### src/sv/h3d_pkg.sv
// shared types, constants and step functions for the 3d hilbert index to coordinate unit
`default_nettype none

package h3d_pkg;

    localparam int IDX_W         = 30;
    localparam int COORD_W       = 10;
    localparam int CFG_W         = 4;
    localparam int MAX_ORDER_DEF = 10;
    localparam logic [CFG_W-1:0] ORDER_RESET = 4'd8;

    // axis codes
    localparam logic [1:0] AXIS_X = 2'd0;
    localparam logic [1:0] AXIS_Y = 2'd1;
    localparam logic [1:0] AXIS_Z = 2'd2;

    // a basis vector is always a signed unit vector on one axis
    typedef struct packed {
        logic [1:0] axis;
        logic       neg;
    } basis_vec_t;

    typedef struct packed {
        basis_vec_t a;
        basis_vec_t b;
        basis_vec_t c;
    } basis_t;

    localparam basis_t BASIS_INIT = '{
        a: '{axis: AXIS_X, neg: 1'b0},
        b: '{axis: AXIS_Y, neg: 1'b0},
        c: '{axis: AXIS_Z, neg: 1'b0}
    };

    // sub-cube offset weights {ua, ub, uc} per octant digit
    function automatic logic [2:0] digit_weights(input logic [2:0] digit);
        logic [2:0] w;
        case (digit)
            3'd0:    w = 3'b000;
            3'd1:    w = 3'b100;
            3'd2:    w = 3'b110;
            3'd3:    w = 3'b010;
            3'd4:    w = 3'b011;
            3'd5:    w = 3'b111;
            3'd6:    w = 3'b101;
            3'd7:    w = 3'b001;
            default: w = 3'b000;
        endcase
        return w;
    endfunction

    function automatic basis_vec_t flip(input basis_vec_t v);
        basis_vec_t r;
        r     = v;
        r.neg = ~v.neg;
        return r;
    endfunction

    // basis permutation and negation for the next level
    function automatic basis_t next_basis(input basis_t cur, input logic [2:0] digit);
        basis_t nb;
        case (digit)
            3'd0:    nb = '{a: cur.b,       b: cur.c,       c: cur.a};
            3'd1,
            3'd2:    nb = '{a: cur.c,       b: cur.a,       c: cur.b};
            3'd3,
            3'd4:    nb = '{a: flip(cur.a), b: flip(cur.b), c: cur.c};
            3'd5,
            3'd6:    nb = '{a: flip(cur.c), b: cur.a,       c: flip(cur.b)};
            3'd7:    nb = '{a: cur.b,       b: flip(cur.c), c: flip(cur.a)};
            default: nb = cur;
        endcase
        return nb;
    endfunction

    // coordinate bit per axis for this level: corner shift plus offset,
    // which collapses to weight xor sign of the vector on that axis
    function automatic logic [2:0] level_bits(input basis_t cur, input logic [2:0] w);
        logic [2:0] bits;
        bits = 3'b000;
        bits[cur.a.axis] = w[2] ^ cur.a.neg;
        bits[cur.b.axis] = w[1] ^ cur.b.neg;
        bits[cur.c.axis] = w[0] ^ cur.c.neg;
        return bits;
    endfunction

endpackage

`default_nettype wire

### src/sv/hilbert3d_index_to_coord_unit.sv
// top level: maps a 3d hilbert curve position to x, y, z lattice coordinates
//
//  channel   direction  signals                                  transaction
//  command   in         start, busy, curve_index                 start high while busy low
//  result    out        done, coord_x, coord_y, coord_z,         done high for one cycle
//                       out_of_range
//  config    in         cfg_wr_en, cfg_wr_data                   cfg_wr_en high at the edge
//
//  levels: a position with order n >= 1 in range walks n levels, one curve level per cycle
//  in the shared level step unit; done shows in the cycle after the last level
//  out of range positions and order zero report done in the cycle right after acceptance
//  busy is high only while levels run; a new start is taken in the same cycle done shows
//  reset: async active low, returns to idle with curve_order = 8
//  the receiver cannot stall; done marks each result for exactly one cycle, the ports hold it until the next
`default_nettype none

module hilbert3d_index_to_coord_unit #(
    parameter int MAX_ORDER = h3d_pkg::MAX_ORDER_DEF
) (
    input  wire logic                        clk,
    input  wire logic                        rst_n,
    // command transaction
    input  wire logic                        start,
    output logic                             busy,
    input  wire logic [h3d_pkg::IDX_W-1:0]   curve_index,
    // configuration write
    input  wire logic                        cfg_wr_en,
    input  wire logic [h3d_pkg::CFG_W-1:0]   cfg_wr_data,
    // result transaction
    output logic                             done,
    output logic [h3d_pkg::COORD_W-1:0]      coord_x,
    output logic [h3d_pkg::COORD_W-1:0]      coord_y,
    output logic [h3d_pkg::COORD_W-1:0]      coord_z,
    output logic                             out_of_range
);

    // level counter wide enough to hold MAX_ORDER itself
    localparam int LVL_W = $clog2(MAX_ORDER + 1);
    // digit table padded to a power of two so the counter indexes it exactly
    localparam int DIG_N = 1 << LVL_W;
    localparam int EXT_W = (3 * DIG_N > h3d_pkg::IDX_W) ? 3 * DIG_N : h3d_pkg::IDX_W;
    // coordinates carry one bit per level
    localparam int POS_W = MAX_ORDER;

    typedef enum logic {
        ST_IDLE,
        ST_RUN
    } state_t;

    state_t                         state_reg, state_next;
    logic [h3d_pkg::CFG_W-1:0]      order_cfg_reg, order_cfg_next;
    logic [h3d_pkg::IDX_W-1:0]      idx_reg, idx_next;
    logic [LVL_W-1:0]               lvl_reg, lvl_next;
    h3d_pkg::basis_t                basis_reg, basis_next;
    logic [POS_W-1:0]               pos_x_reg, pos_x_next;
    logic [POS_W-1:0]               pos_y_reg, pos_y_next;
    logic [POS_W-1:0]               pos_z_reg, pos_z_next;
    logic                           done_reg, done_next;
    logic                           oor_reg, oor_next;
    logic [h3d_pkg::COORD_W-1:0]    coord_x_reg, coord_x_next;
    logic [h3d_pkg::COORD_W-1:0]    coord_y_reg, coord_y_next;
    logic [h3d_pkg::COORD_W-1:0]    coord_z_reg, coord_z_next;

    logic                           accept;
    logic [LVL_W-1:0]               sat_order;
    logic                           range_hit;
    logic [EXT_W-1:0]               idx_ext;
    logic [2:0]                     digit_arr [DIG_N];
    logic [2:0]                     cur_digit;
    logic [2:0]                     cur_weights;
    logic [2:0]                     cur_bits;

    assign accept = start && (state_reg == ST_IDLE);

    // order saturates at the build limit
    always_comb
    begin
        if (int'(order_cfg_reg) > MAX_ORDER)
        begin
            sat_order = LVL_W'(MAX_ORDER);
        end
        else
        begin
            sat_order = LVL_W'(order_cfg_reg);
        end
    end

    // any index bit at or above 3 * order means the position is off the curve
    always_comb
    begin
        range_hit = 1'b0;
        for (int j = 0; j < h3d_pkg::IDX_W; j++)
        begin
            if (curve_index[j] && (j >= 3 * int'(sat_order)))
            begin
                range_hit = 1'b1;
            end
        end
    end

    // octant digits, lowest level first
    always_comb
    begin
        idx_ext = EXT_W'(idx_reg);
        for (int i = 0; i < DIG_N; i++)
        begin
            digit_arr[i] = idx_ext[3*i +: 3];
        end
    end

    // shared level step: one octant digit per cycle
    assign cur_digit   = digit_arr[lvl_reg];
    assign cur_weights = h3d_pkg::digit_weights(cur_digit);
    assign cur_bits    = h3d_pkg::level_bits(basis_reg, cur_weights);

    always_comb
    begin
        state_next     = state_reg;
        order_cfg_next = order_cfg_reg;
        idx_next       = idx_reg;
        lvl_next       = lvl_reg;
        basis_next     = basis_reg;
        pos_x_next     = pos_x_reg;
        pos_y_next     = pos_y_reg;
        pos_z_next     = pos_z_reg;
        done_next      = 1'b0;
        oor_next       = oor_reg;
        coord_x_next   = coord_x_reg;
        coord_y_next   = coord_y_reg;
        coord_z_next   = coord_z_reg;

        if (cfg_wr_en)
        begin
            order_cfg_next = cfg_wr_data;
        end

        case (state_reg)
            ST_IDLE:
            begin
                if (accept)
                begin
                    if (range_hit || (sat_order == '0))
                    begin
                        // no levels to walk: answer right away
                        done_next    = 1'b1;
                        oor_next     = range_hit;
                        coord_x_next = '0;
                        coord_y_next = '0;
                        coord_z_next = '0;
                    end
                    else
                    begin
                        state_next = ST_RUN;
                        idx_next   = curve_index;
                        lvl_next   = sat_order - 1'b1;
                        basis_next = h3d_pkg::BASIS_INIT;
                        pos_x_next = '0;
                        pos_y_next = '0;
                        pos_z_next = '0;
                    end
                end
            end
            ST_RUN:
            begin
                // levels run top down, so each new bit shifts in at the bottom
                pos_x_next = POS_W'({pos_x_reg, cur_bits[0]});
                pos_y_next = POS_W'({pos_y_reg, cur_bits[1]});
                pos_z_next = POS_W'({pos_z_reg, cur_bits[2]});
                basis_next = h3d_pkg::next_basis(basis_reg, cur_digit);
                if (lvl_reg == '0)
                begin
                    state_next   = ST_IDLE;
                    done_next    = 1'b1;
                    oor_next     = 1'b0;
                    coord_x_next = h3d_pkg::COORD_W'(pos_x_next);
                    coord_y_next = h3d_pkg::COORD_W'(pos_y_next);
                    coord_z_next = h3d_pkg::COORD_W'(pos_z_next);
                end
                else
                begin
                    lvl_next = lvl_reg - 1'b1;
                end
            end
            default:
            begin
                state_next = ST_IDLE;
            end
        endcase
    end

    always_ff @(posedge clk or negedge rst_n)
    begin
        if (!rst_n)
        begin
            state_reg     <= ST_IDLE;
            order_cfg_reg <= h3d_pkg::ORDER_RESET;
            done_reg      <= 1'b0;
            oor_reg       <= 1'b0;
        end
        else
        begin
            state_reg     <= state_next;
            order_cfg_reg <= order_cfg_next;
            done_reg      <= done_next;
            oor_reg       <= oor_next;
        end
    end

    // datapath registers, no reset needed
    always_ff @(posedge clk)
    begin
        idx_reg     <= idx_next;
        lvl_reg     <= lvl_next;
        basis_reg   <= basis_next;
        pos_x_reg   <= pos_x_next;
        pos_y_reg   <= pos_y_next;
        pos_z_reg   <= pos_z_next;
        coord_x_reg <= coord_x_next;
        coord_y_reg <= coord_y_next;
        coord_z_reg <= coord_z_next;
    end

    assign busy         = (state_reg == ST_RUN);
    assign done         = done_reg;
    assign out_of_range = oor_reg;
    assign coord_x      = coord_x_reg;
    assign coord_y      = coord_y_reg;
    assign coord_z      = coord_z_reg;

    // level counter steps down by one while more levels remain
    a_lvl_count: assert property (@(posedge clk) disable iff (!rst_n)
        (state_reg == ST_RUN && lvl_reg != '0)
        |=> (state_reg == ST_RUN && lvl_reg == $past(lvl_reg) - 1'b1))
        else $error("level counter did not step down");

    // last level always produces a result strobe
    a_last_done: assert property (@(posedge clk) disable iff (!rst_n)
        (state_reg == ST_RUN && lvl_reg == '0) |=> (done_reg && !oor_reg))
        else $error("missing result after last level");

    // an in-range item with levels to walk starts the sequencer
    a_start_run: assert property (@(posedge clk) disable iff (!rst_n)
        (accept && !range_hit && sat_order != '0) |=> (state_reg == ST_RUN && !done_reg))
        else $error("accepted item did not enter level walk");

    // off-curve results carry zero coordinates
    a_oor_zero: assert property (@(posedge clk) disable iff (!rst_n)
        (done_reg && oor_reg)
        |-> (coord_x_reg == '0 && coord_y_reg == '0 && coord_z_reg == '0))
        else $error("out of range result with nonzero coordinates");

    // basis vectors stay on three distinct real axes while walking
    a_basis_perm: assert property (@(posedge clk) disable iff (!rst_n)
        (state_reg == ST_RUN)
        |-> (basis_reg.a.axis != basis_reg.b.axis && basis_reg.b.axis != basis_reg.c.axis
             && basis_reg.a.axis != basis_reg.c.axis && basis_reg.a.axis != 2'd3
             && basis_reg.b.axis != 2'd3 && basis_reg.c.axis != 2'd3))
        else $error("basis is no longer a permutation");

endmodule

`default_nettype wire
### config.mk
export PLATFORM = sky130hd
export DESIGN_NAME = hilbert3d_index_to_coord_unit
export DESIGN_NICKNAME = d
export VERILOG_FILES = /design/src/sv/h3d_pkg.sv /design/src/sv/hilbert3d_index_to_coord_unit.sv
export SDC_FILE = /design/constraint.sdc
export NUM_CORES = 1
export LEC_CHECK = 0
export ABC_AREA = 1
export BUFFER_PORTS_ARGS = -buffer_cell sky130_fd_sc_hd__clkbuf_2
export CORE_MARGIN = 2
export CORE_UTILIZATION = 50
export CTS_CLUSTER_DIAMETER = 40
export DETAILED_ROUTE_END_ITERATION = 10
export GPL_TIMING_DRIVEN = 1
export PLACE_DENSITY = 0.71
export SLEW_MARGIN = 10
export SYNTH_ARGS = -nofsm -noshare
export SYNTH_HDL_FRONTEND = slang
export SYNTH_SLANG_ARGS = --single-unit
### constraint.sdc
create_clock -name clk -period 6.1 [get_ports clk]
set_input_delay 0.915 -clock clk [delete_from_list [all_inputs] [get_ports clk]]
set_output_delay 0.915 -clock clk [all_outputs]
set_load 0.05 [all_outputs]
==> metrics <==
Max-Slew Margin vs Limit=35.4%; Max Clock Skew=13.1 ps; CP max FO=30; slew at the pin closest to its max-slew limit=968 ps; Synth Instances=479; hpwl dp=7680 um; Max Buffers Root-to-Sink=2; Netlist Area Pre-Place=5060 um^2; startpoint types=flop; post-CTS setup buffer count=0; Final ANT Viol Nets=0; DR vias=3571; post-synthesis net count=532; filler cell count=871; CP endpoint kind=flop; Final Hold Fails=0; crit path kind=reg -> reg; Placeable Area=9820 um^2; Post-Place Cells=around 680; Storage cell area=3180 um^2; Seq cells post-synth=107; CTS root buffer=clkbuf_8; Detailed Route WL=between 10000 and 15000 um; Tmin final=4150 ps; port bufs=70; CTS sink count=107; max-slew violations=0; first-pass GRT wire length=17000 um; area of the die=11000 um^2; most frequent cells after synthesis=100 x edfxtp_1, 98 x nand2_1, 63 x inv_1, 55 x nor2_1, 27 x nand3_1; type of the worst min-delay path=in -> async; syn avg cell area=10.6 um^2; Layout area overhead=13.5%; Max VDD drop=0.000186 V; RSZ-0062 raised after global routing=false; asr flop ratio synth=6.54%; internal power=1.19 mW; area share of the largest cell type after synthesis=59.3%; Multi-input gate area=1580 um^2; Core Rows=36; leak pwr=2.61 nW; drt drc=0; CP Buf/Inv Count=3; vias in the first global route=3359; Net Switching=~0.66 mW; clock transition at the registers of the reported paths=100 ps; Sequential Power Share=approximately half; RePlAce Congestion=0.939; part of the Yosys area used for sequential elements=62.8%; EDFF count, synth=100; Global Route Usage Sum=19.8%; Post-CTS Hold Buffers=0; cell taking the most area after synthesis=edfxtp_1; delay-heaviest family, CP=compound AO/OA/AOI/OAI gates; Yosys cell types=44; worst endpoint required time=6130 ps; count leader, synth=edfxtp_1; Initial DRT Pass Iterations=5; final worst hold slack=370 ps; critical-path cell list=inv_2 > a21oi_1 > nor2_1 > inv_1 > ha_1 > fa_1 > a21oi_1 > nand2_1 > o21bai_1 > nand2_1 > nor2_1 > nand2_1 > nor2_4 > nand3_1 > nand2_1 > nand2_1 > buf_4; largest net degree at the start of global routing=38; Total Neg Setup Slack=0 ps; Clock power frac=21.2%; Most common cell on crit path=nand2_1; share of cells above drive strength 1=21.0%; fin cells=~690; Final Setup Violations=0; die height=105 um; max reg flops=30; Worst EP arrival=4180 ps; MaxCap Viol Count=0; Power Density=321 nW/um^2; Worst path max stage delay=770 ps; io pins=~70; Final period util=about two thirds; Comb power frac=28.2%; dominant cells by area after synthesis=edfxtp_1 59%, nand2_1 7.3%, inv_1 4.7%; Main synth FF type=edfxtp_1; switch share=35.6%; Initial Utilization=51.6%; grt ovf=0; FMAX=around 0.24 GHz; drt wl/cell=15.0 um; Critical Path Slowest Stage Cell=a21oi_1; Final #Nets=between 600 and 700; CTS H-tree lvls=3; antenna violations before repair=0; status=finished clean; routed vias/inst=5.17; post-cts sizing count=0; DIE WIDTH=105 um; CTS tree=done; DR iter-0 viols=roughly 280; CTS Buf Count=9; clock latency on the worst-skew pair=370 ps; number of diodes=0; Yosys Warn Count=0
==> metal layers <==
metal / part of all wire [%] / GRT usage (%)
met2: 46 / 29.7
met5: 0 / 0
met4: 2.1 / 8.48
met3: 4.6 / 3.37
met1: 47 / 28.7
==> area by class of cell <==
| class | instances | share of cell area (%) |
|---|---|---|
| multi-input cells | 292 | 27.6 |
| clock buffers | 9 | 2.16 |
| clock inverters | 6 | 0.871 |
| inverters | 70 | 4.57 |
| well taps | 133 | 2.90 |
| flip-flops and latches | 107 | 55.3 |
| repair buffers | 74 | 6.62 |
==> through the flow <==
step / instance area [um^2] / util (%) / power [mW] / worst slack [ps]
floorplan: 5060 / - / 1.33 / 1800
global placement: 5570 / 56.8 / 1.46 / 2150
detailed placement: 5570 / 56.8 / 1.47 / 2010
CTS: 5750 / 58.5 / 1.85 / 2010
global route: 5750 / 58.5 / 1.94 / 1560
finish: 5750 / 58.5 / 1.84 / 1950
==> cell usage in the layout, fill, tap and decap left out, types with 3 or more instances in the layout <==
master,synthesis,final
a21oi_1,13,13
a22oi_1,4,4
buf_4,0,4
clkbuf_2,0,70
clkbuf_8,0,9
dfrtp_1,6,6
edfxtp_1,100,100
ha_1,14,14
inv_1,63,63
inv_2,6,6
nand2_1,98,98
nand2_2,6,6
nand3_1,27,27
nand4_1,3,3
nor2_1,55,54
o211ai_1,4,4
o21ai_0,18,18
o21ai_1,8,8
o22ai_1,5,5
o31ai_1,3,3
xor2_1,5,5
==> kinds of logic after synthesis <==
kind of cell	Yosys count	synth area share, %
and+or+nand+nor	205	18.5
muxes	1	0.222
DFF	107	62.8
xor gates and xnor gates	6	1.04
buffers and inverters	80	6.00
AOI/OAI and AO/OA	65	7.63
adders and majority gates	15	3.85
==> worst paths after layout <==
| kind | startpoint | endpoint | slack (ps) | cells past startpoint |
|---|---|---|---|---|
| max in group asynchronous | rst_n | order_cfg_reg[3] | 5500 | 1 |
| min in group clk | pos_x_reg[8] | coord_x[9] | 520 | 2 |
| worst max register to register | order_cfg_reg[3] | coord_y[1] | 1950 | 17 |
| worst min register to register | pos_x_reg[8] | coord_x[9] | 520 | 2 |
| worst max-delay path | order_cfg_reg[3] | coord_y[1] | 1950 | 17 |
| worst min-delay path | rst_n | order_cfg_reg[2] | 370 | 1 |
==> power by group through the flow <==
stage          combinational [mW]  clock (mW)  sequential, mW
2_1_floorplan               0.275           0            1.06
3_3_place_gp                0.511           0           0.947
4_1_cts                     0.519       0.401           0.932
6_report                    0.520       0.392           0.932
5_1_grt                     0.570       0.430           0.939
3_5_place_dp                0.517           0           0.949
No activity file was read; power rests on OpenSTA's default activity.
